### src/rtl/core/avr_pkg.sv
// ----------------------------------------------------------------------------
// avr_pkg: shared types and constants of the axis vector rotator
// Fixed-point formats, transaction payloads, the axis codes and the
// arctangent table used by the CORDIC cells.
// ----------------------------------------------------------------------------
`timescale 1ns / 1ps

package avr_pkg;

	// coordinate and angle formats
	localparam int COORD_W  = 32;              // Q16.16 coordinates
	localparam int ANG_W    = 32;              // Q4.28 radians
	localparam int GUARD    = 8;               // guard bits below the coordinate lsb
	localparam int PAIR_W   = COORD_W + 1;     // coordinate with room for negation
	localparam int DATA_W   = COORD_W + GUARD + 3;
	localparam int RED_W    = ANG_W + 2;       // headroom for angle reduction
	localparam int GAIN_W   = 31;
	localparam int GAIN_SHR = 30 - GUARD;

	localparam logic signed [ANG_W-1:0]  ANG_TWO_PI  = 32'sd1686629713;
	localparam logic signed [ANG_W-1:0]  ANG_PI      = 32'sd843314857;
	localparam logic signed [ANG_W-1:0]  ANG_HALF_PI = 32'sd421657428;
	// 0.6072529350 in Q1.30
	localparam logic signed [GAIN_W-1:0] GAIN_Q30    = 31'sd652032874;

	// rotation axis codes
	typedef enum logic [1:0] {
		CMD_ROT_X = 2'd0,
		CMD_ROT_Y = 2'd1,
		CMD_ROT_Z = 2'd2,
		CMD_NONE  = 2'd3
	} cmd_t;

	// input transaction
	typedef struct packed {
		logic signed [COORD_W-1:0] x_in;
		logic signed [COORD_W-1:0] y_in;
		logic signed [COORD_W-1:0] z_in;
		logic signed [ANG_W-1:0]   angle;
		logic [1:0]                command;
	} point_t;

	// output transaction
	typedef struct packed {
		logic signed [COORD_W-1:0] x_out;
		logic signed [COORD_W-1:0] y_out;
		logic signed [COORD_W-1:0] z_out;
		logic                      clipped;
	} result_t;

	// plane pair and residual angle handed from cell to cell
	typedef struct packed {
		logic signed [DATA_W-1:0] u;
		logic signed [DATA_W-1:0] v;
		logic signed [ANG_W-1:0]  ang;
	} vec_t;

	// original point and axis code riding alongside the pair
	typedef struct packed {
		cmd_t                      cmd;
		logic signed [COORD_W-1:0] x;
		logic signed [COORD_W-1:0] y;
		logic signed [COORD_W-1:0] z;
	} side_t;

	// atan(2^-idx) in Q4.28, rounded to nearest
	function automatic logic signed [ANG_W-1:0] atan_entry(input int idx);
		logic signed [ANG_W-1:0] a;
		unique case (idx)
			0:       a = 32'sd210828714;
			1:       a = 32'sd124459457;
			2:       a = 32'sd65760959;
			3:       a = 32'sd33381290;
			4:       a = 32'sd16755422;
			5:       a = 32'sd8385879;
			6:       a = 32'sd4193963;
			7:       a = 32'sd2097109;
			8:       a = 32'sd1048571;
			9:       a = 32'sd524287;
			10:      a = 32'sd262144;
			11:      a = 32'sd131072;
			12:      a = 32'sd65536;
			13:      a = 32'sd32768;
			14:      a = 32'sd16384;
			15:      a = 32'sd8192;
			16:      a = 32'sd4096;
			17:      a = 32'sd2048;
			18:      a = 32'sd1024;
			19:      a = 32'sd512;
			20:      a = 32'sd256;
			21:      a = 32'sd128;
			22:      a = 32'sd64;
			23:      a = 32'sd32;
			24:      a = 32'sd16;
			25:      a = 32'sd8;
			26:      a = 32'sd4;
			27:      a = 32'sd2;
			28:      a = 32'sd1;
			default: a = '0;
		endcase
		return a;
	endfunction

endpackage

### src/rtl/core/avr_post.sv
// ----------------------------------------------------------------------------
// avr_post: rounding, saturation and point reassembly
// Drops the guard bits with round half up, clamps to the coordinate range and
// puts the rotated pair back next to the untouched axis coordinate.
// ----------------------------------------------------------------------------
`timescale 1ns / 1ps

module avr_post import avr_pkg::*; (
	input  logic    clk,
	input  logic    arst_n,
	input  logic    en,
	input  logic    in_valid,
	input  vec_t    in_vec,
	input  side_t   in_side,
	output logic    out_valid,
	output result_t out_data
);

	localparam logic signed [DATA_W-1:0]  RND    = DATA_W'(1) <<< (GUARD - 1);
	localparam logic signed [COORD_W-1:0] SAT_HI = {1'b0, {(COORD_W-1){1'b1}}};
	localparam logic signed [COORD_W-1:0] SAT_LO = {1'b1, {(COORD_W-1){1'b0}}};

	typedef struct packed {
		logic                      clip;
		logic signed [COORD_W-1:0] value;
	} sat_t;

	function automatic sat_t round_sat(input logic signed [DATA_W-1:0] v);
		logic signed [DATA_W-1:0] sum;
		logic signed [DATA_W-1:0] rs;
		sat_t                     o;
		sum = v + RND;
		rs  = sum >>> GUARD;
		if (rs[DATA_W-1:COORD_W-1] == {(DATA_W-COORD_W+1){rs[DATA_W-1]}}) begin
			o.clip  = 1'b0;
			o.value = rs[COORD_W-1:0];
		end else begin
			o.clip  = 1'b1;
			o.value = rs[DATA_W-1] ? SAT_LO : SAT_HI;
		end
		return o;
	endfunction

	logic    valid_q;
	result_t data_q;
	sat_t    su, sv;
	result_t data_nxt;

	// put the pair back on its axes
	always_comb begin
		su = round_sat(in_vec.u);
		sv = round_sat(in_vec.v);
		data_nxt.x_out   = in_side.x;
		data_nxt.y_out   = in_side.y;
		data_nxt.z_out   = in_side.z;
		data_nxt.clipped = 1'b0;
		unique case (in_side.cmd)
			CMD_ROT_X: begin
				data_nxt.y_out   = su.value;
				data_nxt.z_out   = sv.value;
				data_nxt.clipped = su.clip | sv.clip;
			end
			CMD_ROT_Y: begin
				data_nxt.x_out   = su.value;
				data_nxt.z_out   = sv.value;
				data_nxt.clipped = su.clip | sv.clip;
			end
			CMD_ROT_Z: begin
				data_nxt.x_out   = su.value;
				data_nxt.y_out   = sv.value;
				data_nxt.clipped = su.clip | sv.clip;
			end
			CMD_NONE: begin
				data_nxt.clipped = 1'b0;
			end
		endcase
	end

	// stage valid
	always_ff @(posedge clk or negedge arst_n) begin
		if (!arst_n) begin
			valid_q <= 1'b0;
		end else if (en) begin
			valid_q <= in_valid;
		end
	end

	// stage payload
	always_ff @(posedge clk) begin
		if (en) begin
			data_q <= data_nxt;
		end
	end

	assign out_valid = valid_q;
	assign out_data  = data_q;

endmodule

### config.mk
export PLATFORM = sky130hd
export DESIGN_NAME = avr_post
export DESIGN_NICKNAME = d
export VERILOG_FILES = /design/src/rtl/core/avr_pkg.sv /design/src/rtl/core/avr_post.sv
export SDC_FILE = /design/constraint.sdc
export NUM_CORES = 1
export LEC_CHECK = 0
export BUFFER_PORTS_ARGS = -buffer_cell sky130_fd_sc_hd__buf_2
export CAP_MARGIN = 20
export CORE_AREA = 2 2 124 126
export DETAILED_ROUTE_END_ITERATION = 10
export DIE_AREA = 0 0 126 128
export PLACE_DENSITY = 0.74
export SYNTH_ARGS = -nofsm -noshare
export SYNTH_HDL_FRONTEND = slang
export SYNTH_SLANG_ARGS = --single-unit
### constraint.sdc
create_clock -name clk -period 0.8 [get_ports clk]
set_input_delay 0 -clock clk [delete_from_list [all_inputs] [get_ports clk]]
set_output_delay 0 -clock clk [all_outputs]
set_load 0.005 [all_outputs]
==> qor.csv <==
stage;metric;value;unit
status;outcome;finished with violations;
status;failing checks;negative hold slack, negative setup slack;
power_and_ir_drop;leakage power;5.59;nW
sta;WHS;-38.8;ps
synthesis;syn nets;884;
power_and_ir_drop;power per cell area;1340;mW/mm2
synthesis;largest family of logic cells by synthesized area;simple AND/OR/NAND/NOR gates;
worst_setup_path;Reg-to-Reg End;out_valid$_DFFE_PN0P_;
synthesis;Synth Area in Adders;0.0116;
drt;DR DRC count;0;
worst_setup_path;Startpoint Class;input port;
worst_setup_path;CP Data Arrival Time;3020;ps
synthesis;Yosys top cell by area;edfxtp_1;
sta;fmax;360;MHz
sta;Setup WS post-layout;-1980;ps
clocking;clock root buffer;clkbuf_16;
drt;WL per Instance;26.3;um
sta;crit share post-route;3.47;
global_route;total track usage;0.356;
sta;unrepaired setup endpoints after global routing;yes;
sta;crit path time final;2780;ps
global_route;Overflow after GRT;0;
cells_and_area;fin util;0.859;
sta;slew at the pin closest to its max-slew limit;960;ps
worst_setup_path;RR Startpoint;out_valid$_DFFE_PN0P_;
drt;DRT iter0 DRCs;1231;
synthesis;Post-Syn Area per Cell;9.84;um2
synthesis;sequential area share after synthesis;0.454;
synthesis;XOR/XNOR share of the synthesized area;0.0851;
synthesis;top cells by area, synth;edfxtp_1 (45%), xnor2_1 (4.2%), xor2_1 (4.1%);
floorplan;Rows;45;
synthesis;number of flops mapped to enable cells by yosys;97;
floorplan;Core Box Area;0.0149;mm2
sta;clock skew;0;ps
worst_setup_path;CP endpoint kind;flip-flop;
worst_setup_path;Setup CP Type;input port to flip-flop;
synthesis;most common cell in the synthesized netlist;edfxtp_1;
global_route;first-pass GRT wire length;44.6;mm
clocking;htree depth;3;
worst_hold_path;worst min path class;input port to flip-flop;
sta;final setup vio count;196;
synthesis;Synth Area in Compound Gates;0.195;
sta;Slew Viols, Final;0;
drt;Post-DRT Antenna Nets;0;
placement;Final Wtd Congestion;0.944;
worst_setup_path;worst setup path startpoint;in_vec[40];
cells_and_area;Non-Filler Instances;1438;
synthesis;Synth async-reset ratio;0.0102;
floorplan;Die Wd;126;um
floorplan;Die Span Y;128;um
synthesis;top cells by count, synth;edfxtp_1 (97), nand2_1 (64), nor2_1 (56);
sta;Slew HR;0.358;
drt;via count;9124;
synthesis;synth unique cells;67;
synthesis;synthesized instance count;658;
global_route;vias in the first global route;8195;
drt;final WL;37.8;mm
sta;Setup TNS Final;-150240;ps
floorplan;number of I/O pins;318;
sta;Final Hold Viols;8;
worst_setup_path;R2R Setup Slk;-30;ps
clocking;clk slew on worst S/H paths;80;ps
clocking;CTS tree;done;
worst_setup_path;Critical Path End;out_data[3]$_DFFE_PP_;
placement;pre-CTS worst setup slack;-1480;ps
placement;placed wire-length estimate;20.7;mm
power_and_ir_drop;worst vdd ir;1.11;mV
worst_setup_path;Data required, critical path;1040;ps
drt;Pre-antenna DRT Iters;6;
cells_and_area;fraction of layout cells with a size suffix above 1;0.591;
synthesis;Post-Syn Area;0.00647;mm2
worst_setup_path;worst-case reg-to-reg path depth;1;
synthesis;synthesized flop and latch total;98;
synthesis;Ys Warns;0;
job;Max Cap Viol;0;
synthesis;simple-gate area share of the yosys netlist;0.201;
global_route;initial antenna violation count;1;
worst_setup_path;CP max FO;8;
clocking;CTS sink cnt;98;
cells_and_area;Final #Nets;1470;
placement;IO Port Bufs;271;
worst_hold_path;hold path start;in_side[49];
clocking;clk_lat worst skew;370;ps
global_route;largest net degree at the start of global routing;41;
placement;placed cell count;1310;
clocking;CTS buffer count;9;
clocking;Max Root-Sink Buffers;2;
synthesis;Top FF cell, synth;edfxtp_1;
drt;Vias/cell;6.34;
synthesis;mux share of post-synthesis cell area;0.00754;
cells_and_area;Layout area overhead;97.3;%
synthesis;post-synth top area share;0.450;
floorplan;die area;0.0161;mm2
floorplan;starting density of the core;0.435;
## layout make-up
cell class	instances	area [um2]
Sequential cell	98	2940
Clock inverter	7	68.8
Multi-Input combinational cell	497	4490
Fill cell	711	2100
Tap cell	188	235
Antenna cell	1	2.50
Inverter	27	101
Timing Repair Buffer	611	4710
Clock buffer	9	225
## power breakdown
group / total (W) / internal, W / switching [W]
Combinational: 0.00593 / 0.00290 / 0.00303
Sequential: 0.00658 / 0.00636 / 0.000221
Clock: 0.00463 / 0.00243 / 0.00221
Total: 0.0171 / 0.0117 / 0.00546
## how the worst min path moves through the flow
| stage | to | slack (ps) | cells past startpoint |
|---|---|---|---|
| floorplan | out_valid$_DFFE_PN0P_ | -300 | 0 |
| global placement | out_valid$_DFFE_PN0P_ | -220 | 1 |
| detailed placement | out_valid$_DFFE_PN0P_ | -230 | 1 |
| CTS | out_data[36]$_DFFE_PP_ | -40 | 3 |
| global route | out_data[50]$_DFFE_PP_ | -30 | 3 |
| finish | out_data[50]$_DFFE_PP_ | -40 | 3 |
## layout by cell type, fill, tap and decap left out, types with 5 or more instances in the layout
cell type	count
a211oi_2	11
inv_1	27
buf_2	242
nand2_2	5
nand2_8	5
xor2_1	29
nor2_1	39
o21ai_1	5
buf_8	13
nor2_4	12
dlygate4sd3_1	69
o22ai_2	11
nor2_2	5
o22ai_1	7
o21ai_2	6
o2111ai_2	11
a211oi_4	9
buf_4	218
o211ai_1	6
and3_1	9
buf_6	49
nand4_1	27
nand3_2	5
edfxtp_1	97
a21oi_1	9
nand3_4	5
a2bb2oi_2	5
a21oi_2	20
xnor2_1	28
and4_1	10
nand3_1	25
o2111ai_1	5
nand2_1	56
a21o_1	22
a31oi_1	9
clkbuf_16	14
buf_12	15
## repair_timing
item,in CTS,in global routing
setup endpoints to repair,195,195
hold buffers,68,1
pin swaps,26,58
hold endpoints to repair,71,5
setup buffers,19,17
gates cloned,2,8
resized for setup,93,153
## flip-flops by register name, summed over array words and instances (netlist names)
name,flops
out_data,97
out_valid,1
## cells by family (layout without fill, tap and decap cells)
family                   count (synthesis)  count (layout)
AO/OA/AOI/OAI                          176             176
XOR/XNOR                                62              62
adder cells (fa/ha/maj)                  6               6
buffers and inverters                   67             654
flip-flops                              98              98
multiplexers                             4               4
other                                    0               1
AND/OR/NAND/NOR                        245             249
## per-stage QoR
step,cell area [um2],total power [W]
floorplan,6940,0.00825
global placement,10200,0.0107
detailed placement,10200,0.0108
CTS,11700,0.0158
global route,12800,0.0175
finish,12800,0.0171
## layer usage
layer	GRT usage	vias to the layer above	wire length (um)
met5	0	-	0
met4	0.156	0	3460
met3	0.0551	302	4420
met2	0.642	880	18000
met1	0.421	4248	12000
li1	-	3694	-
## worst max-delay path, cell delays in order
cell and delay [ps]:
buf_8 90, nand4_1 260, buf_4 250, nor4_4 260, a31oi_1 240, nor4b_2 760, buf_4 290, nor3_4 60
buf_12 140, clkbuf_16 180, a211oi_4 340, a21o_1 130
(Power assumes the default switching activity.)
