### src/rtl/core/avr_pkg.sv
// ----------------------------------------------------------------------------
// avr_pkg: shared types and constants of the axis vector rotator
// Fixed-point formats, transaction payloads, the axis codes and the
// arctangent table used by the CORDIC cells.
// ----------------------------------------------------------------------------
`timescale 1ns / 1ps

package avr_pkg;

	// coordinate and angle formats
	localparam int COORD_W  = 32;              // Q16.16 coordinates
	localparam int ANG_W    = 32;              // Q4.28 radians
	localparam int GUARD    = 8;               // guard bits below the coordinate lsb
	localparam int PAIR_W   = COORD_W + 1;     // coordinate with room for negation
	localparam int DATA_W   = COORD_W + GUARD + 3;
	localparam int RED_W    = ANG_W + 2;       // headroom for angle reduction
	localparam int GAIN_W   = 31;
	localparam int GAIN_SHR = 30 - GUARD;

	localparam logic signed [ANG_W-1:0]  ANG_TWO_PI  = 32'sd1686629713;
	localparam logic signed [ANG_W-1:0]  ANG_PI      = 32'sd843314857;
	localparam logic signed [ANG_W-1:0]  ANG_HALF_PI = 32'sd421657428;
	// 0.6072529350 in Q1.30
	localparam logic signed [GAIN_W-1:0] GAIN_Q30    = 31'sd652032874;

	// rotation axis codes
	typedef enum logic [1:0] {
		CMD_ROT_X = 2'd0,
		CMD_ROT_Y = 2'd1,
		CMD_ROT_Z = 2'd2,
		CMD_NONE  = 2'd3
	} cmd_t;

	// input transaction
	typedef struct packed {
		logic signed [COORD_W-1:0] x_in;
		logic signed [COORD_W-1:0] y_in;
		logic signed [COORD_W-1:0] z_in;
		logic signed [ANG_W-1:0]   angle;
		logic [1:0]                command;
	} point_t;

	// output transaction
	typedef struct packed {
		logic signed [COORD_W-1:0] x_out;
		logic signed [COORD_W-1:0] y_out;
		logic signed [COORD_W-1:0] z_out;
		logic                      clipped;
	} result_t;

	// plane pair and residual angle handed from cell to cell
	typedef struct packed {
		logic signed [DATA_W-1:0] u;
		logic signed [DATA_W-1:0] v;
		logic signed [ANG_W-1:0]  ang;
	} vec_t;

	// original point and axis code riding alongside the pair
	typedef struct packed {
		cmd_t                      cmd;
		logic signed [COORD_W-1:0] x;
		logic signed [COORD_W-1:0] y;
		logic signed [COORD_W-1:0] z;
	} side_t;

	// atan(2^-idx) in Q4.28, rounded to nearest
	function automatic logic signed [ANG_W-1:0] atan_entry(input int idx);
		logic signed [ANG_W-1:0] a;
		unique case (idx)
			0:       a = 32'sd210828714;
			1:       a = 32'sd124459457;
			2:       a = 32'sd65760959;
			3:       a = 32'sd33381290;
			4:       a = 32'sd16755422;
			5:       a = 32'sd8385879;
			6:       a = 32'sd4193963;
			7:       a = 32'sd2097109;
			8:       a = 32'sd1048571;
			9:       a = 32'sd524287;
			10:      a = 32'sd262144;
			11:      a = 32'sd131072;
			12:      a = 32'sd65536;
			13:      a = 32'sd32768;
			14:      a = 32'sd16384;
			15:      a = 32'sd8192;
			16:      a = 32'sd4096;
			17:      a = 32'sd2048;
			18:      a = 32'sd1024;
			19:      a = 32'sd512;
			20:      a = 32'sd256;
			21:      a = 32'sd128;
			22:      a = 32'sd64;
			23:      a = 32'sd32;
			24:      a = 32'sd16;
			25:      a = 32'sd8;
			26:      a = 32'sd4;
			27:      a = 32'sd2;
			28:      a = 32'sd1;
			default: a = '0;
		endcase
		return a;
	endfunction

endpackage

### src/rtl/core/avr_prep.sv
// ----------------------------------------------------------------------------
// avr_prep: angle reduction, quadrant fold and gain compensation
// Three pipeline stages ahead of the CORDIC cell row: bring the angle into
// (-pi, pi], fold it into [-pi/2, pi/2], then scale the pair by the CORDIC gain.
// ----------------------------------------------------------------------------
`timescale 1ns / 1ps

module avr_prep import avr_pkg::*; (
	input  logic    clk,
	input  logic    arst_n,
	input  logic    en,
	input  logic    in_valid,
	input  point_t  in_data,
	output logic    out_valid,
	output vec_t    out_vec,
	output side_t   out_side
);

	localparam logic signed [RED_W-1:0] RED_PI     = RED_W'(ANG_PI);
	localparam logic signed [RED_W-1:0] RED_TWO_PI = RED_W'(ANG_TWO_PI);
	localparam int PROD_W = PAIR_W + GAIN_W;

	logic                      valid_s1, valid_s2, valid_s3;
	logic signed [PAIR_W-1:0]  u_s1, v_s1, u_s2, v_s2;
	logic signed [ANG_W-1:0]   ang_s1, ang_s2, ang_s3;
	logic signed [DATA_W-1:0]  u_s3, v_s3;
	side_t                     side_s1, side_s2, side_s3;

	logic signed [RED_W-1:0]   ang_ext;
	logic signed [RED_W-1:0]   ang_red;
	logic signed [PAIR_W-1:0]  u_sel, v_sel;
	logic signed [PAIR_W-1:0]  u_fold, v_fold;
	logic signed [ANG_W-1:0]   ang_fold;
	logic signed [PROD_W-1:0]  prod_u, prod_v;
	logic signed [PROD_W-1:0]  scl_u, scl_v;
	side_t                     side_in;

	// stage 1: reduce the angle by one turn where needed, pick the plane pair
	// a negative angle whose turn-up lands exactly on pi keeps that pi
	always_comb begin
		ang_ext = {{(RED_W-ANG_W){in_data.angle[ANG_W-1]}}, in_data.angle};
		priority if (ang_ext > RED_PI) begin
			ang_red = ang_ext - RED_TWO_PI;
		end else if (ang_ext <= RED_PI - RED_TWO_PI) begin
			ang_red = ang_ext + RED_TWO_PI;
		end else begin
			ang_red = ang_ext;
		end

		side_in.cmd = cmd_t'(in_data.command);
		side_in.x   = in_data.x_in;
		side_in.y   = in_data.y_in;
		side_in.z   = in_data.z_in;

		unique case (side_in.cmd)
			CMD_ROT_X: begin
				u_sel = {in_data.y_in[COORD_W-1], in_data.y_in};
				v_sel = {in_data.z_in[COORD_W-1], in_data.z_in};
			end
			CMD_ROT_Y: begin
				u_sel = {in_data.x_in[COORD_W-1], in_data.x_in};
				v_sel = {in_data.z_in[COORD_W-1], in_data.z_in};
			end
			CMD_ROT_Z, CMD_NONE: begin
				u_sel = {in_data.x_in[COORD_W-1], in_data.x_in};
				v_sel = {in_data.y_in[COORD_W-1], in_data.y_in};
			end
		endcase
	end

	// stage 2: quarter-turn fold so the cell row only sees [-pi/2, pi/2]
	always_comb begin
		priority if (ang_s1 > ANG_HALF_PI) begin
			u_fold   = -v_s1;
			v_fold   = u_s1;
			ang_fold = ang_s1 - ANG_HALF_PI;
		end else if (ang_s1 < -ANG_HALF_PI) begin
			u_fold   = v_s1;
			v_fold   = -u_s1;
			ang_fold = ang_s1 + ANG_HALF_PI;
		end else begin
			u_fold   = u_s1;
			v_fold   = v_s1;
			ang_fold = ang_s1;
		end
	end

	// stage 3: gain compensation, keeping the guard bits
	assign prod_u = u_s2 * GAIN_Q30;
	assign prod_v = v_s2 * GAIN_Q30;
	assign scl_u  = prod_u >>> GAIN_SHR;
	assign scl_v  = prod_v >>> GAIN_SHR;

	// stage valids
	always_ff @(posedge clk or negedge arst_n) begin
		if (!arst_n) begin
			valid_s1 <= 1'b0;
			valid_s2 <= 1'b0;
			valid_s3 <= 1'b0;
		end else if (en) begin
			valid_s1 <= in_valid;
			valid_s2 <= valid_s1;
			valid_s3 <= valid_s2;
		end
	end

	// stage payloads
	always_ff @(posedge clk) begin
		if (en) begin
			u_s1    <= u_sel;
			v_s1    <= v_sel;
			ang_s1  <= ang_red[ANG_W-1:0];
			side_s1 <= side_in;
			u_s2    <= u_fold;
			v_s2    <= v_fold;
			ang_s2  <= ang_fold;
			side_s2 <= side_s1;
			u_s3    <= scl_u[DATA_W-1:0];
			v_s3    <= scl_v[DATA_W-1:0];
			ang_s3  <= ang_s2;
			side_s3 <= side_s2;
		end
	end

	assign out_valid   = valid_s3;
	assign out_vec.u   = u_s3;
	assign out_vec.v   = v_s3;
	assign out_vec.ang = ang_s3;
	assign out_side    = side_s3;

endmodule

### config.mk
export PLATFORM = sky130hd
export DESIGN_NAME = avr_prep
export DESIGN_NICKNAME = d
export VERILOG_FILES = /design/src/rtl/core/avr_pkg.sv /design/src/rtl/core/avr_prep.sv
export SDC_FILE = /design/constraint.sdc
export NUM_CORES = 2
export LEC_CHECK = 0
export BUFFER_PORTS_ARGS = -buffer_cell sky130_fd_sc_hd__buf_2
export CORE_ASPECT_RATIO = 0.6
export CORE_MARGIN = 5
export CORE_UTILIZATION = 64
export DETAILED_ROUTE_END_ITERATION = 6
export GPL_TIMING_DRIVEN = 0
export PLACE_DENSITY_LB_ADDON = 0.08
export SLEW_MARGIN = 30
export SYNTH_ARGS = -nofsm -noshare
export SYNTH_HDL_FRONTEND = slang
export SYNTH_SLANG_ARGS = --single-unit
### constraint.sdc
create_clock -name clk -period 11.6 [get_ports clk]
set_input_delay 2.32 -clock clk [delete_from_list [all_inputs] [get_ports clk]]
set_output_delay 2.32 -clock clk [all_outputs]
set_load 0.005 [all_outputs]
==> results.toml <==
[clocking]
cts_resized = 0
hold_buffers = 0
htreeDepth = 2
cts-root-buf = "clkbuf_16"
cts_tree = "done"
insertion_delay_ns = 0.68
cts.sink_count = 607
numCtsBuffers = 55
clock_path_buffers = 3
post_cts_buffers = 0
path_clk_slew_ns = 0.09

[synth]
synth_cells = 5370
synth-seq-cells = 607
syn_area_mm2 = 0.0621
synth_top_flop_cell = "edfxtp_1"
yosysTopAreaCellShare_pct = 29.2
synth_edf_count = 604
yosysTopAreaCell = "edfxtp_1"
syn-num-nets = 7150
async_reset_ff_share_pct = 0.494
seq_area_frac_synth_pct = 29.3
yosysWarnings = 0
synth_cell_types = 79
synth_area_leaders = "edfxtp_1 29%, fa_1 28%, ha_1 15%, inv_1 7.8%, xor2_1 2.4%"
synth.avg_cell_area_um2 = 11.6

[placement]
gp_congestion = 1.09
hpwl_um = 163000
port_buffers = 330
pre_cts_ws_ns = 1.64

[timing]
min_period_ns = 9.96
max_freq_mhz = 100
setup_ws_ns = 1.64
rsz0062_at_grt = "no"
final_max_slew_viol_count = 0
hold_viol_final = 0
slew_headroom_pct = 36.6
setup-violations-final = 0
finalClockSkew_ns = 0.0667
min_period_over_period_pct = 85.8
hold_ws_ns = 0.389
tightest_slew_ns = 0.950

[job]
cap_violations = 0

[drt]
viasPerCell = 5.97
drt_iter0_drc = 5553
detail_route.first_pass.iterations = 6
wl_per_cell_um = 27.0
wirelength_um = 192000
vias = 42500
ant_nets = 0
drcViolationCount = 0

[critical_path]
crit_path_frequent_cell = "fa_1"
endpoint_kind = "register"
slowest_delay_ns = 0.83
crit_slowest_cell = "o31ai_1"
cp_max_fo = 8
arrival_ns = 10.34
timing.rr.start = "v_s2[12]$_DFFE_PP_"
crit_required_ns = 11.98
reg2reg_to = "v_s3[34]$_DFFE_PP_"
reg2regPathDepth = 25
start_kind = "register"
reg2reg_setup_slack_ns = 1.64
critPathKind = "reg2reg"

[final_layout]
layout-drive-gt1-share_pct = 9.52
multi_input_comb_area_mm2 = 0.0386
n_fill_cell = 7037
nets = 7552
syn_to_final_growth_pct = 8.85
fin_util_pct = 70.3
seq_area_mm2 = 0.0182

[grt]
grt_first_pass_wirelength_um = 281000
grt_usage_pct = 37.4
grt_max_degree = 96
grt_pass1_vias = 42000
antenna_found_initial = 15
overflow = 0

[die]
die_y_um = 251
core-area_mm2 = 0.0961
start_util_pct = 64.6
io_pins = 351
die_w_um = 412
dieArea_mm2 = 0.104
fp-row-count = 88

[hold_path]
holdCritPathClass = "reg2reg"
hold_end = "out_side[6]$_DFFE_PP_"
holdPathStages = 0
min_from = "side_s2[6]$_DFFE_PP_"

[status]
status = "finished, final reports clean"
flip-flops by register name, summed over array words and instances (netlist names):
signal and flops:
out_valid 1, side_s1 98, valid_s1 1, ang_s1 32
u_s3 42, v_s2 33, side_s2 98, ang_s2 32
u_s1 32, ang_s3 32, out_side 98, u_s2 33
v_s3 42, valid_s2 1, v_s1 32
stage by stage:
stage	TNS, ns	std cells	area, um2
after CTS	0	7122	67600
after detailed placement	0	7020	65700
after global placement	-385.27	7005	65400
final	0	7126	67600
after global routing	0	7124	67600
after floorplan	0	5370	62100
synth_stat cells (26+ instances only):
master and number:
a21o_1 114, a21oi_1 226, a31oi_1 27, clkbuf_1 104, edfxtp_1 604, fa_1 883
ha_1 763, inv_1 1285, mux2_2 68, nand2_1 156, nand3_1 48, nand4_1 28
nor2_1 119, nor3_1 47, o21ai_0 144, o21bai_1 26, o22ai_1 27, xnor2_1 153
xor2_1 170
how the worst max path moves through the flow:
stage,depth (start not counted),from,slack [ns],end
after detailed placement,25,v_s2[12]$_DFFE_PP_,1.64,v_s3[34]$_DFFE_PP_
final,25,v_s2[12]$_DFFE_PP_,1.64,v_s3[34]$_DFFE_PP_
after CTS,25,v_s2[12]$_DFFE_PP_,1.59,v_s3[34]$_DFFE_PP_
after global placement,2,en,-1.09,valid_s1$_DFFE_PN0P_
after global routing,25,v_s2[12]$_DFFE_PP_,1.45,v_s3[34]$_DFFE_PP_
after floorplan,23,u_s2[32]$_DFFE_PP_,3.24,u_s3[41]$_DFFE_PP_
per-layer routing:
metal | global-route usage (%) | up-vias | wire length [um]
met3 | 19.9 | 190 | 34500
met1 | 59.2 | 21200 | 84500
met4 | 5.41 | 6 | 3330
li1 | - | 18400 | -
met2 | 45.9 | 2677 | 69900
met5 | 0 | - | 44
critical path: cells and delay by family (launching register included):
kind | cells | cell delay [ns]
flops | 1 | 0.80
simple gates | 2 | 0.56
buf+inv | 3 | 0.45
xor+xnor | 1 | 0.46
compound gates | 10 | 3.63
fa+ha+maj | 9 | 3.73
cell usage in the layout (no fill, tap or decap), types with 13 or more instances in the layout:
cell,count
a21o_1,114
a21oi_1,226
a31oi_1,27
and3_1,23
buf_2,330
clkbuf_1,107
clkbuf_16,55
edfxtp_1,604
fa_1,883
ha_1,763
inv_1,1284
mux2_2,68
nand2_1,156
nand2b_1,20
nand3_1,48
nand4_1,28
nor2_1,118
nor2b_1,18
nor3_1,46
nor4_1,20
o211a_1,13
o21a_1,22
o21ai_0,144
o21bai_1,26
o22ai_1,27
o31ai_1,15
or2_2,15
or3_1,23
xnor2_1,153
xor2_1,170
cells by family (layout without fill, tap and decap cells):
group | Yosys count | in the layout | synth area share (%)
fa+ha+maj | 1646 | 1646 | 43.9
buf+inv | 1396 | 1843 | 8.46
compound gates | 748 | 748 | 7.78
flops | 607 | 607 | 29.3
simple gates | 579 | 579 | 4.73
xor+xnor | 323 | 323 | 4.56
mux | 71 | 71 | 1.28
other cells | 0 | 4 | 0
final cells by class:
cell class                 instances  area share (%)
antenna                            4          0.0148
buffer                           110           0.633
clock buffer                      60            2.06
clock inverter                    42           0.680
inverter                        1286            7.15
multi-input combinational       3367            57.2
sequential                       607            27.0
tap                             1305            2.42
timing repair buffer             345            2.92
Power is left out: the tool's default activity adds up to more than one toggle a clock period on the data nets, which glitch-free logic cannot reach.
