<file path="config.mk">
export PLATFORM = sky130hd
export DESIGN_NAME = avr_cell
export DESIGN_NICKNAME = d
export VERILOG_FILES = /design/src/rtl/core/avr_pkg.sv /design/src/rtl/core/avr_cell.sv
export SDC_FILE = /design/constraint.sdc
export NUM_CORES = 1
export LEC_CHECK = 0
export BUFFER_PORTS_ARGS = -buffer_cell sky130_fd_sc_hd__buf_2
export CAP_MARGIN = 20
export CORE_ASPECT_RATIO = 0.75
export CORE_UTILIZATION = 50
export DETAILED_ROUTE_END_ITERATION = 8
export PLACE_DENSITY = 0.85
export SLEW_MARGIN = 20
export SYNTH_ARGS = -nofsm -noshare
export SYNTH_HDL_FRONTEND = slang
export SYNTH_SLANG_ARGS = --single-unit
</file>
<file path="constraint.sdc">
create_clock -name clk -period 0.8 [get_ports clk]
set_input_delay 0.12 -clock clk [delete_from_list [all_inputs] [get_ports clk]]
set_output_delay 0.12 -clock clk [all_outputs]
set_load 0.05 [all_outputs]
</file>
<file path="src/rtl/core/avr_pkg.sv">
// ----------------------------------------------------------------------------
// avr_pkg: shared types and constants of the axis vector rotator
// Fixed-point formats, transaction payloads, the axis codes and the
// arctangent table used by the CORDIC cells.
// ----------------------------------------------------------------------------
`timescale 1ns / 1ps

package avr_pkg;

	// coordinate and angle formats
	localparam int COORD_W  = 32;              // Q16.16 coordinates
	localparam int ANG_W    = 32;              // Q4.28 radians
	localparam int GUARD    = 8;               // guard bits below the coordinate lsb
	localparam int PAIR_W   = COORD_W + 1;     // coordinate with room for negation
	localparam int DATA_W   = COORD_W + GUARD + 3;
	localparam int RED_W    = ANG_W + 2;       // headroom for angle reduction
	localparam int GAIN_W   = 31;
	localparam int GAIN_SHR = 30 - GUARD;

	localparam logic signed [ANG_W-1:0]  ANG_TWO_PI  = 32'sd1686629713;
	localparam logic signed [ANG_W-1:0]  ANG_PI      = 32'sd843314857;
	localparam logic signed [ANG_W-1:0]  ANG_HALF_PI = 32'sd421657428;
	// 0.6072529350 in Q1.30
	localparam logic signed [GAIN_W-1:0] GAIN_Q30    = 31'sd652032874;

	// rotation axis codes
	typedef enum logic [1:0] {
		CMD_ROT_X = 2'd0,
		CMD_ROT_Y = 2'd1,
		CMD_ROT_Z = 2'd2,
		CMD_NONE  = 2'd3
	} cmd_t;

	// input transaction
	typedef struct packed {
		logic signed [COORD_W-1:0] x_in;
		logic signed [COORD_W-1:0] y_in;
		logic signed [COORD_W-1:0] z_in;
		logic signed [ANG_W-1:0]   angle;
		logic [1:0]                command;
	} point_t;

	// output transaction
	typedef struct packed {
		logic signed [COORD_W-1:0] x_out;
		logic signed [COORD_W-1:0] y_out;
		logic signed [COORD_W-1:0] z_out;
		logic                      clipped;
	} result_t;

	// plane pair and residual angle handed from cell to cell
	typedef struct packed {
		logic signed [DATA_W-1:0] u;
		logic signed [DATA_W-1:0] v;
		logic signed [ANG_W-1:0]  ang;
	} vec_t;

	// original point and axis code riding alongside the pair
	typedef struct packed {
		cmd_t                      cmd;
		logic signed [COORD_W-1:0] x;
		logic signed [COORD_W-1:0] y;
		logic signed [COORD_W-1:0] z;
	} side_t;

	// atan(2^-idx) in Q4.28, rounded to nearest
	function automatic logic signed [ANG_W-1:0] atan_entry(input int idx);
		logic signed [ANG_W-1:0] a;
		unique case (idx)
			0:       a = 32'sd210828714;
			1:       a = 32'sd124459457;
			2:       a = 32'sd65760959;
			3:       a = 32'sd33381290;
			4:       a = 32'sd16755422;
			5:       a = 32'sd8385879;
			6:       a = 32'sd4193963;
			7:       a = 32'sd2097109;
			8:       a = 32'sd1048571;
			9:       a = 32'sd524287;
			10:      a = 32'sd262144;
			11:      a = 32'sd131072;
			12:      a = 32'sd65536;
			13:      a = 32'sd32768;
			14:      a = 32'sd16384;
			15:      a = 32'sd8192;
			16:      a = 32'sd4096;
			17:      a = 32'sd2048;
			18:      a = 32'sd1024;
			19:      a = 32'sd512;
			20:      a = 32'sd256;
			21:      a = 32'sd128;
			22:      a = 32'sd64;
			23:      a = 32'sd32;
			24:      a = 32'sd16;
			25:      a = 32'sd8;
			26:      a = 32'sd4;
			27:      a = 32'sd2;
			28:      a = 32'sd1;
			default: a = '0;
		endcase
		return a;
	endfunction

endpackage

</file>
<file path="src/rtl/core/avr_cell.sv">
// ----------------------------------------------------------------------------
// avr_cell: one CORDIC micro-rotation
// Rotates the pair by +/- atan(2^-STAGE) toward a zero residual angle and
// registers the result for the next cell.
// ----------------------------------------------------------------------------
`timescale 1ns / 1ps

module avr_cell import avr_pkg::*; #(
	parameter int STAGE = 0
) (
	input  logic  clk,
	input  logic  arst_n,
	input  logic  en,
	input  logic  in_valid,
	input  vec_t  in_vec,
	input  side_t in_side,
	output logic  out_valid,
	output vec_t  out_vec,
	output side_t out_side
);

	localparam logic signed [ANG_W-1:0] ATAN = atan_entry(STAGE);

	logic                     valid_q;
	vec_t                     vec_q;
	side_t                    side_q;
	logic signed [DATA_W-1:0] du, dv;
	vec_t                     vec_nxt;

	// shift-and-add rotation, direction from the residual sign
	always_comb begin
		du = in_vec.v >>> STAGE;
		dv = in_vec.u >>> STAGE;
		if (!in_vec.ang[ANG_W-1]) begin
			vec_nxt.u   = in_vec.u - du;
			vec_nxt.v   = in_vec.v + dv;
			vec_nxt.ang = in_vec.ang - ATAN;
		end else begin
			vec_nxt.u   = in_vec.u + du;
			vec_nxt.v   = in_vec.v - dv;
			vec_nxt.ang = in_vec.ang + ATAN;
		end
	end

	// cell valid
	always_ff @(posedge clk or negedge arst_n) begin
		if (!arst_n) begin
			valid_q <= 1'b0;
		end else if (en) begin
			valid_q <= in_valid;
		end
	end

	// cell payload
	always_ff @(posedge clk) begin
		if (en) begin
			vec_q  <= vec_nxt;
			side_q <= in_side;
		end
	end

	assign out_valid = valid_q;
	assign out_vec   = vec_q;
	assign out_side  = side_q;

endmodule

</file>
==> results.json, run 1 <==
{
  "numCtsBuffers": 24,
  "yosysSeqAreaShare": 0.423,
  "place_ws_ns": -2.63,
  "synth_warnings": 0,
  "synthFlopType": "edfxtp_1",
  "fp.dieW_um": 204,
  "yosys.cell_types.count": 80,
  "clock-sinks": 216,
  "synth.avg_cell_area_um2": 9.83,
  "syn-cell-area_um2": 15300,
  "worst_endpoint": "out_vec[116]$_DFFE_PP_/D",
  "rows": 55,
  "die-height_um": 154,
  "synth.net_count": 1937,
  "ios": 437,
  "status": "stopped before the end",
  "hpwl_um": 52300,
  "synth_edf_count": 215,
  "clockBufferDepth": 3,
  "placed_cell_area_um2": 22300,
  "ys_async_sr_fraction": 0.00463,
  "grt.total_usage": 0.856,
  "cts_root_buffer": "clkbuf_16",
  "portBuffers": 436,
  "ys_ff_latch": 216,
  "lastStage": "global routing (5_1_grt)",
  "start_util": 0.508,
  "grt-ovfl-total": 197,
  "htree_levels": 1,
  "worstEpCategory": "register data pin",
  "synthesis.instances": 1558,
  "placedCellCount": 2860,
  "gp_congestion": 1.06,
  "grt_max_degree": 63,
  "first-error": "[ERROR GRT-0232] Routing congestion too high. Check the congestion heatmap in the GUI."
}
-- layer usage --
metal / global-route usage / GRT overflow
met1: 0.857 / 2
met3: 0.771 / 2
met4: 0.863 / 107
met5: 0.449 / 1
met2: 0.959 / 85
-- synth_stat cells, types with 4 or more instances --
cell | n | area share
edfxtp_1 | 215 | 0.42
a21oi_1 | 192 | 0.063
ha_1 | 155 | 0.13
inv_1 | 122 | 0.030
nor2_1 | 115 | 0.028
xnor2_1 | 86 | 0.049
nand2_1 | 79 | 0.019
o21ai_0 | 65 | 0.021
clkbuf_1 | 53 | 0.013
o21bai_1 | 47 | 0.023
a21o_1 | 31 | 0.015
o21ai_1 | 31 | 0.010
mux2i_1 | 24 | 0.016
nand3_1 | 24 | 0.0078
nor3_1 | 24 | 0.0078
xor2_1 | 23 | 0.013
nand4_1 | 21 | 0.0086
nor2b_1 | 21 | 0.0086
o31ai_1 | 15 | 0.0074
nand2b_1 | 13 | 0.0053
nor4_1 | 13 | 0.0053
a211oi_1 | 12 | 0.0059
a31oi_1 | 12 | 0.0049
and3_1 | 12 | 0.0049
o211ai_1 | 12 | 0.0059
o21a_1 | 11 | 0.0054
inv_2 | 9 | 0.0022
buf_1 | 8 | 0.0020
a211o_1 | 7 | 0.0040
and2_1 | 7 | 0.0029
a2111oi_0 | 6 | 0.0034
a221oi_1 | 5 | 0.0029
or3_1 | 5 | 0.0020
or4_1 | 5 | 0.0025
a21boi_0 | 4 | 0.0020
a311oi_1 | 4 | 0.0023
fa_1 | 4 | 0.0052
-- through the flow --
step                      utilization  setup TNS, ns  hold WS (ns)
after floorplan                     -        -158.35        -0.176
after global placement          0.741        -225.23        -0.102
after detailed placement        0.741        -236.38        -0.102
after CTS                       0.861        -240.01      -0.00275
-- cell families after synthesis --
kind of cell | after synthesis | share of synthesized area
flip-flops | 216 | 0.423
buffers and inverters | 195 | 0.0485
AO/OA/AOI/OAI | 506 | 0.209
adder cells (fa/ha/maj) | 159 | 0.132
multiplexers | 25 | 0.0164
AND/OR/NAND/NOR | 348 | 0.108
XOR/XNOR | 109 | 0.0624
-- what timing repair did --
item | CTS
buffers inserted | 63
gates resized for setup | 310
pin swaps | 132
endpoints found under the hold margin | 107
hold buffers | 105
endpoints found under the setup margin | 328
==> run 2: changes to the inputs <==
--- a/config.mk
+++ b/config.mk
@@ -7,10 +7,9 @@
 export LEC_CHECK = 0
 export BUFFER_PORTS_ARGS = -buffer_cell sky130_fd_sc_hd__buf_2
 export CAP_MARGIN = 20
-export CORE_ASPECT_RATIO = 0.75
-export CORE_UTILIZATION = 50
+export CORE_UTILIZATION = 35
 export DETAILED_ROUTE_END_ITERATION = 8
-export PLACE_DENSITY = 0.85
+export PLACE_DENSITY_LB_ADDON = 0.15
 export SLEW_MARGIN = 20
 export SYNTH_ARGS = -nofsm -noshare
 export SYNTH_HDL_FRONTEND = slang
==> run 2 against run 1 <==
Effect of this change:
- the flow now finishes, with violations (negative hold slack, negative setup slack)
- area after synthesis unchanged
- synthesized cell count unchanged
==> results.json, run 2 <==
{
  "status": "finished with violations",
  "violations": "negative hold slack, negative setup slack",
  "maxSlewHeadroom": 0.582,
  "vias": 16761,
  "drv_cap": 0,
  "largest_register_ffs": 117,
  "fin_skew_ns": 0,
  "numCtsBuffers": 27,
  "clkLatencyLatePin_ns": 0.57,
  "whs_ns": -0.0279,
  "grt-ovfl-total": 0,
  "layout.nets": 3051,
  "required_ns": 1.12,
  "synthFlopType": "edfxtp_1",
  "die-height_um": 211,
  "wirelength_um": 66000,
  "yosysTopAreaCell": "edfxtp_1",
  "ys_ff_latch": 216,
  "first_pass_iters": 5,
  "drtIter0Drc": 990,
  "ant_nets": 0,
  "synth.net_count": 1937,
  "synth.avg_cell_area_um2": 9.83,
  "worstPathMaxFanout": 3,
  "worstSetupStartpointType": "primary input",
  "yosys.cell_types.count": 80,
  "grt.total_usage": 0.280,
  "clock-sinks": 216,
  "ios": 437,
  "synthesis.instances": 1558,
  "dieArea_um2": 44600,
  "hpwl_um": 49700,
  "vias_per_cell": 5.11,
  "core_area_um2": 43100,
  "gp_congestion": 0.966,
  "fmax_mhz": 377,
  "synth_warnings": 0,
  "cts_tree": "yes",
  "rows": 76,
  "ir_drop_mv": 1.85,
  "worst-setup-path-type": "primary input to flip-flop",
  "synthToLayoutAreaGrowth_pct": 77.9,
  "placed_cell_area_um2": 22900,
  "antenna_found_initial": 8,
  "rsz0062_at_grt": "yes",
  "setup_tns_ns": -240.34,
  "synth_common_cells": "edfxtp_1, a21oi_1, ha_1, inv_1, nor2_1",
  "clockBufferDepth": 3,
  "grt_pass1_vias": 17032,
  "postLayoutCellArea_um2": 27200,
  "wire_per_inst_um": 20.1,
  "setup_viol": 328,
  "end_kind": "flip-flop",
  "finalCritPeriodShare": 3.32,
  "synth_edf_count": 215,
  "synth_top_area_frac": 0.422,
  "place_ws_ns": -2.58,
  "clk_pin_slew_ns": 0.06,
  "hold_viol": 1,
  "slew_violations": 0,
  "leakagePower_nw": 12.3,
  "finalCriticalPeriod_ns": 2.65,
  "cts_root_buffer": "clkbuf_16",
  "hold_buffers": 104,
  "worstMarginPinSlew_ns": 0.621,
  "ys_async_sr_fraction": 0.00463,
  "hp-class": "primary input to flip-flop",
  "yosysSeqAreaShare": 0.423,
  "start_util": 0.355,
  "htree_levels": 1,
  "powerDensity_nw_per_um2": 1850,
  "drcViolationCount": 0,
  "grt_pass1_wl_um": 95700,
  "crit_arrival_ns": 2.97,
  "yosys-top-cells-area": "edfxtp_1, ha_1, a21oi_1",
  "mostFrequentLayoutCell": "buf_4",
  "synth_most_common_cell": "edfxtp_1",
  "syn-cell-area_um2": 15300,
  "setup_slack_ns": -1.85,
  "grt_max_degree": 62,
  "portBuffers": 436,
  "fp.dieW_um": 211,
  "drive_gt1_frac": 0.513,
  "final_cell_mix": "buf_4, buf_2, edfxtp_1, a21oi_1, ha_1"
}
==> run 2: what timing repair did <==
item,4_1_cts,5_1_grt
setup buffers,36,48
pin swaps,105,118
resized for setup,200,253
hold endpoints to repair,103,1
gates cloned,0,1
endpoints found under the setup margin,330,331
==> run 2: per-stage QoR <==
| stage | power [W] | hold WS (ns) | util | std cells |
|---|---|---|---|---|
| after CTS | 0.0492 | -0.0435 | 0.602 | 3247 |
| final | 0.0504 | -0.0279 | 0.632 | 3281 |
| after global routing | 0.0523 | -0.0359 | 0.632 | 3279 |
| after floorplan | 0.0262 | -0.176 | - | 1558 |
| after global placement | 0.0344 | -0.103 | 0.532 | 3065 |
| after detailed placement | 0.0345 | -0.103 | 0.532 | 3065 |
==> run 2: path summary, 6_finish.rpt <==
path,start,endpoint,slack [ns],cells past startpoint
worst max-delay path,in_vec[39],out_vec[116],-1.85,13
worst min-delay path,in_vec[1],out_vec[2],-0.03,2
worst max register to register,out_valid,out_valid,0.03,1
worst min register to register,out_valid,out_valid,0.52,1
max in group asynchronous,arst_n,out_valid,0.29,3
min in group asynchronous,arst_n,out_valid,0.40,3
==> run 2: final cells by class <==
cell class	instances	area (um2)
fill	3553	15800
multi-input combinational	1147	9810
timing repair buffer	1148	8730
sequential	216	6480
tap	585	732
clock buffer	29	683
inverter	132	553
clock inverter	21	240
antenna	3	7.51
==> run 2: worst max-delay path, stage by stage <==
cell       delay, ns
buf_6           0.10
inv_4           0.05
ha_4            0.19
or4_4           0.55
a2111o_1        0.33
o211a_4         0.16
a22oi_2         0.25
nand3b_4        0.16
a2111oi_4       0.38
o22ai_4         0.16
o31ai_4         0.23
a22oi_2         0.12
xor2_1          0.18
==> run 2: layer usage <==
metal | share of wire | global-route usage | vias to the layer above
li1 | - | - | 7926
met5 | 0.00073 | 0 | -
met3 | 0.062 | 0.0456 | 152
met1 | 0.38 | 0.314 | 8055
met2 | 0.51 | 0.516 | 620
met4 | 0.049 | 0.127 | 8
==> run 2: logic make-up (layout without fill, tap and decap cells) <==
family / Yosys count / in the layout / share of synthesized area
AO/OA/AOI/OAI: 506 / 506 / 0.209
XOR/XNOR: 109 / 109 / 0.0624
adder cells (fa/ha/maj): 159 / 159 / 0.132
buffers and inverters: 195 / 1330 / 0.0485
flip-flops: 216 / 216 / 0.423
multiplexers: 25 / 25 / 0.0164
other: 0 / 3 / 0
AND/OR/NAND/NOR: 348 / 348 / 0.108
==> run 2: where the power goes <==
part / leakage [nW] / internal [W] / switching [W] / total [W]
combinational: 9.75 / 0.00925 / 0.0133 / 0.0225
clock: 0.447 / 0.00755 / 0.00528 / 0.0128
sequential: 2.11 / 0.0144 / 0.000655 / 0.0150
total: 12.3 / 0.0312 / 0.0192 / 0.0504
(Power assumes the default switching activity.)
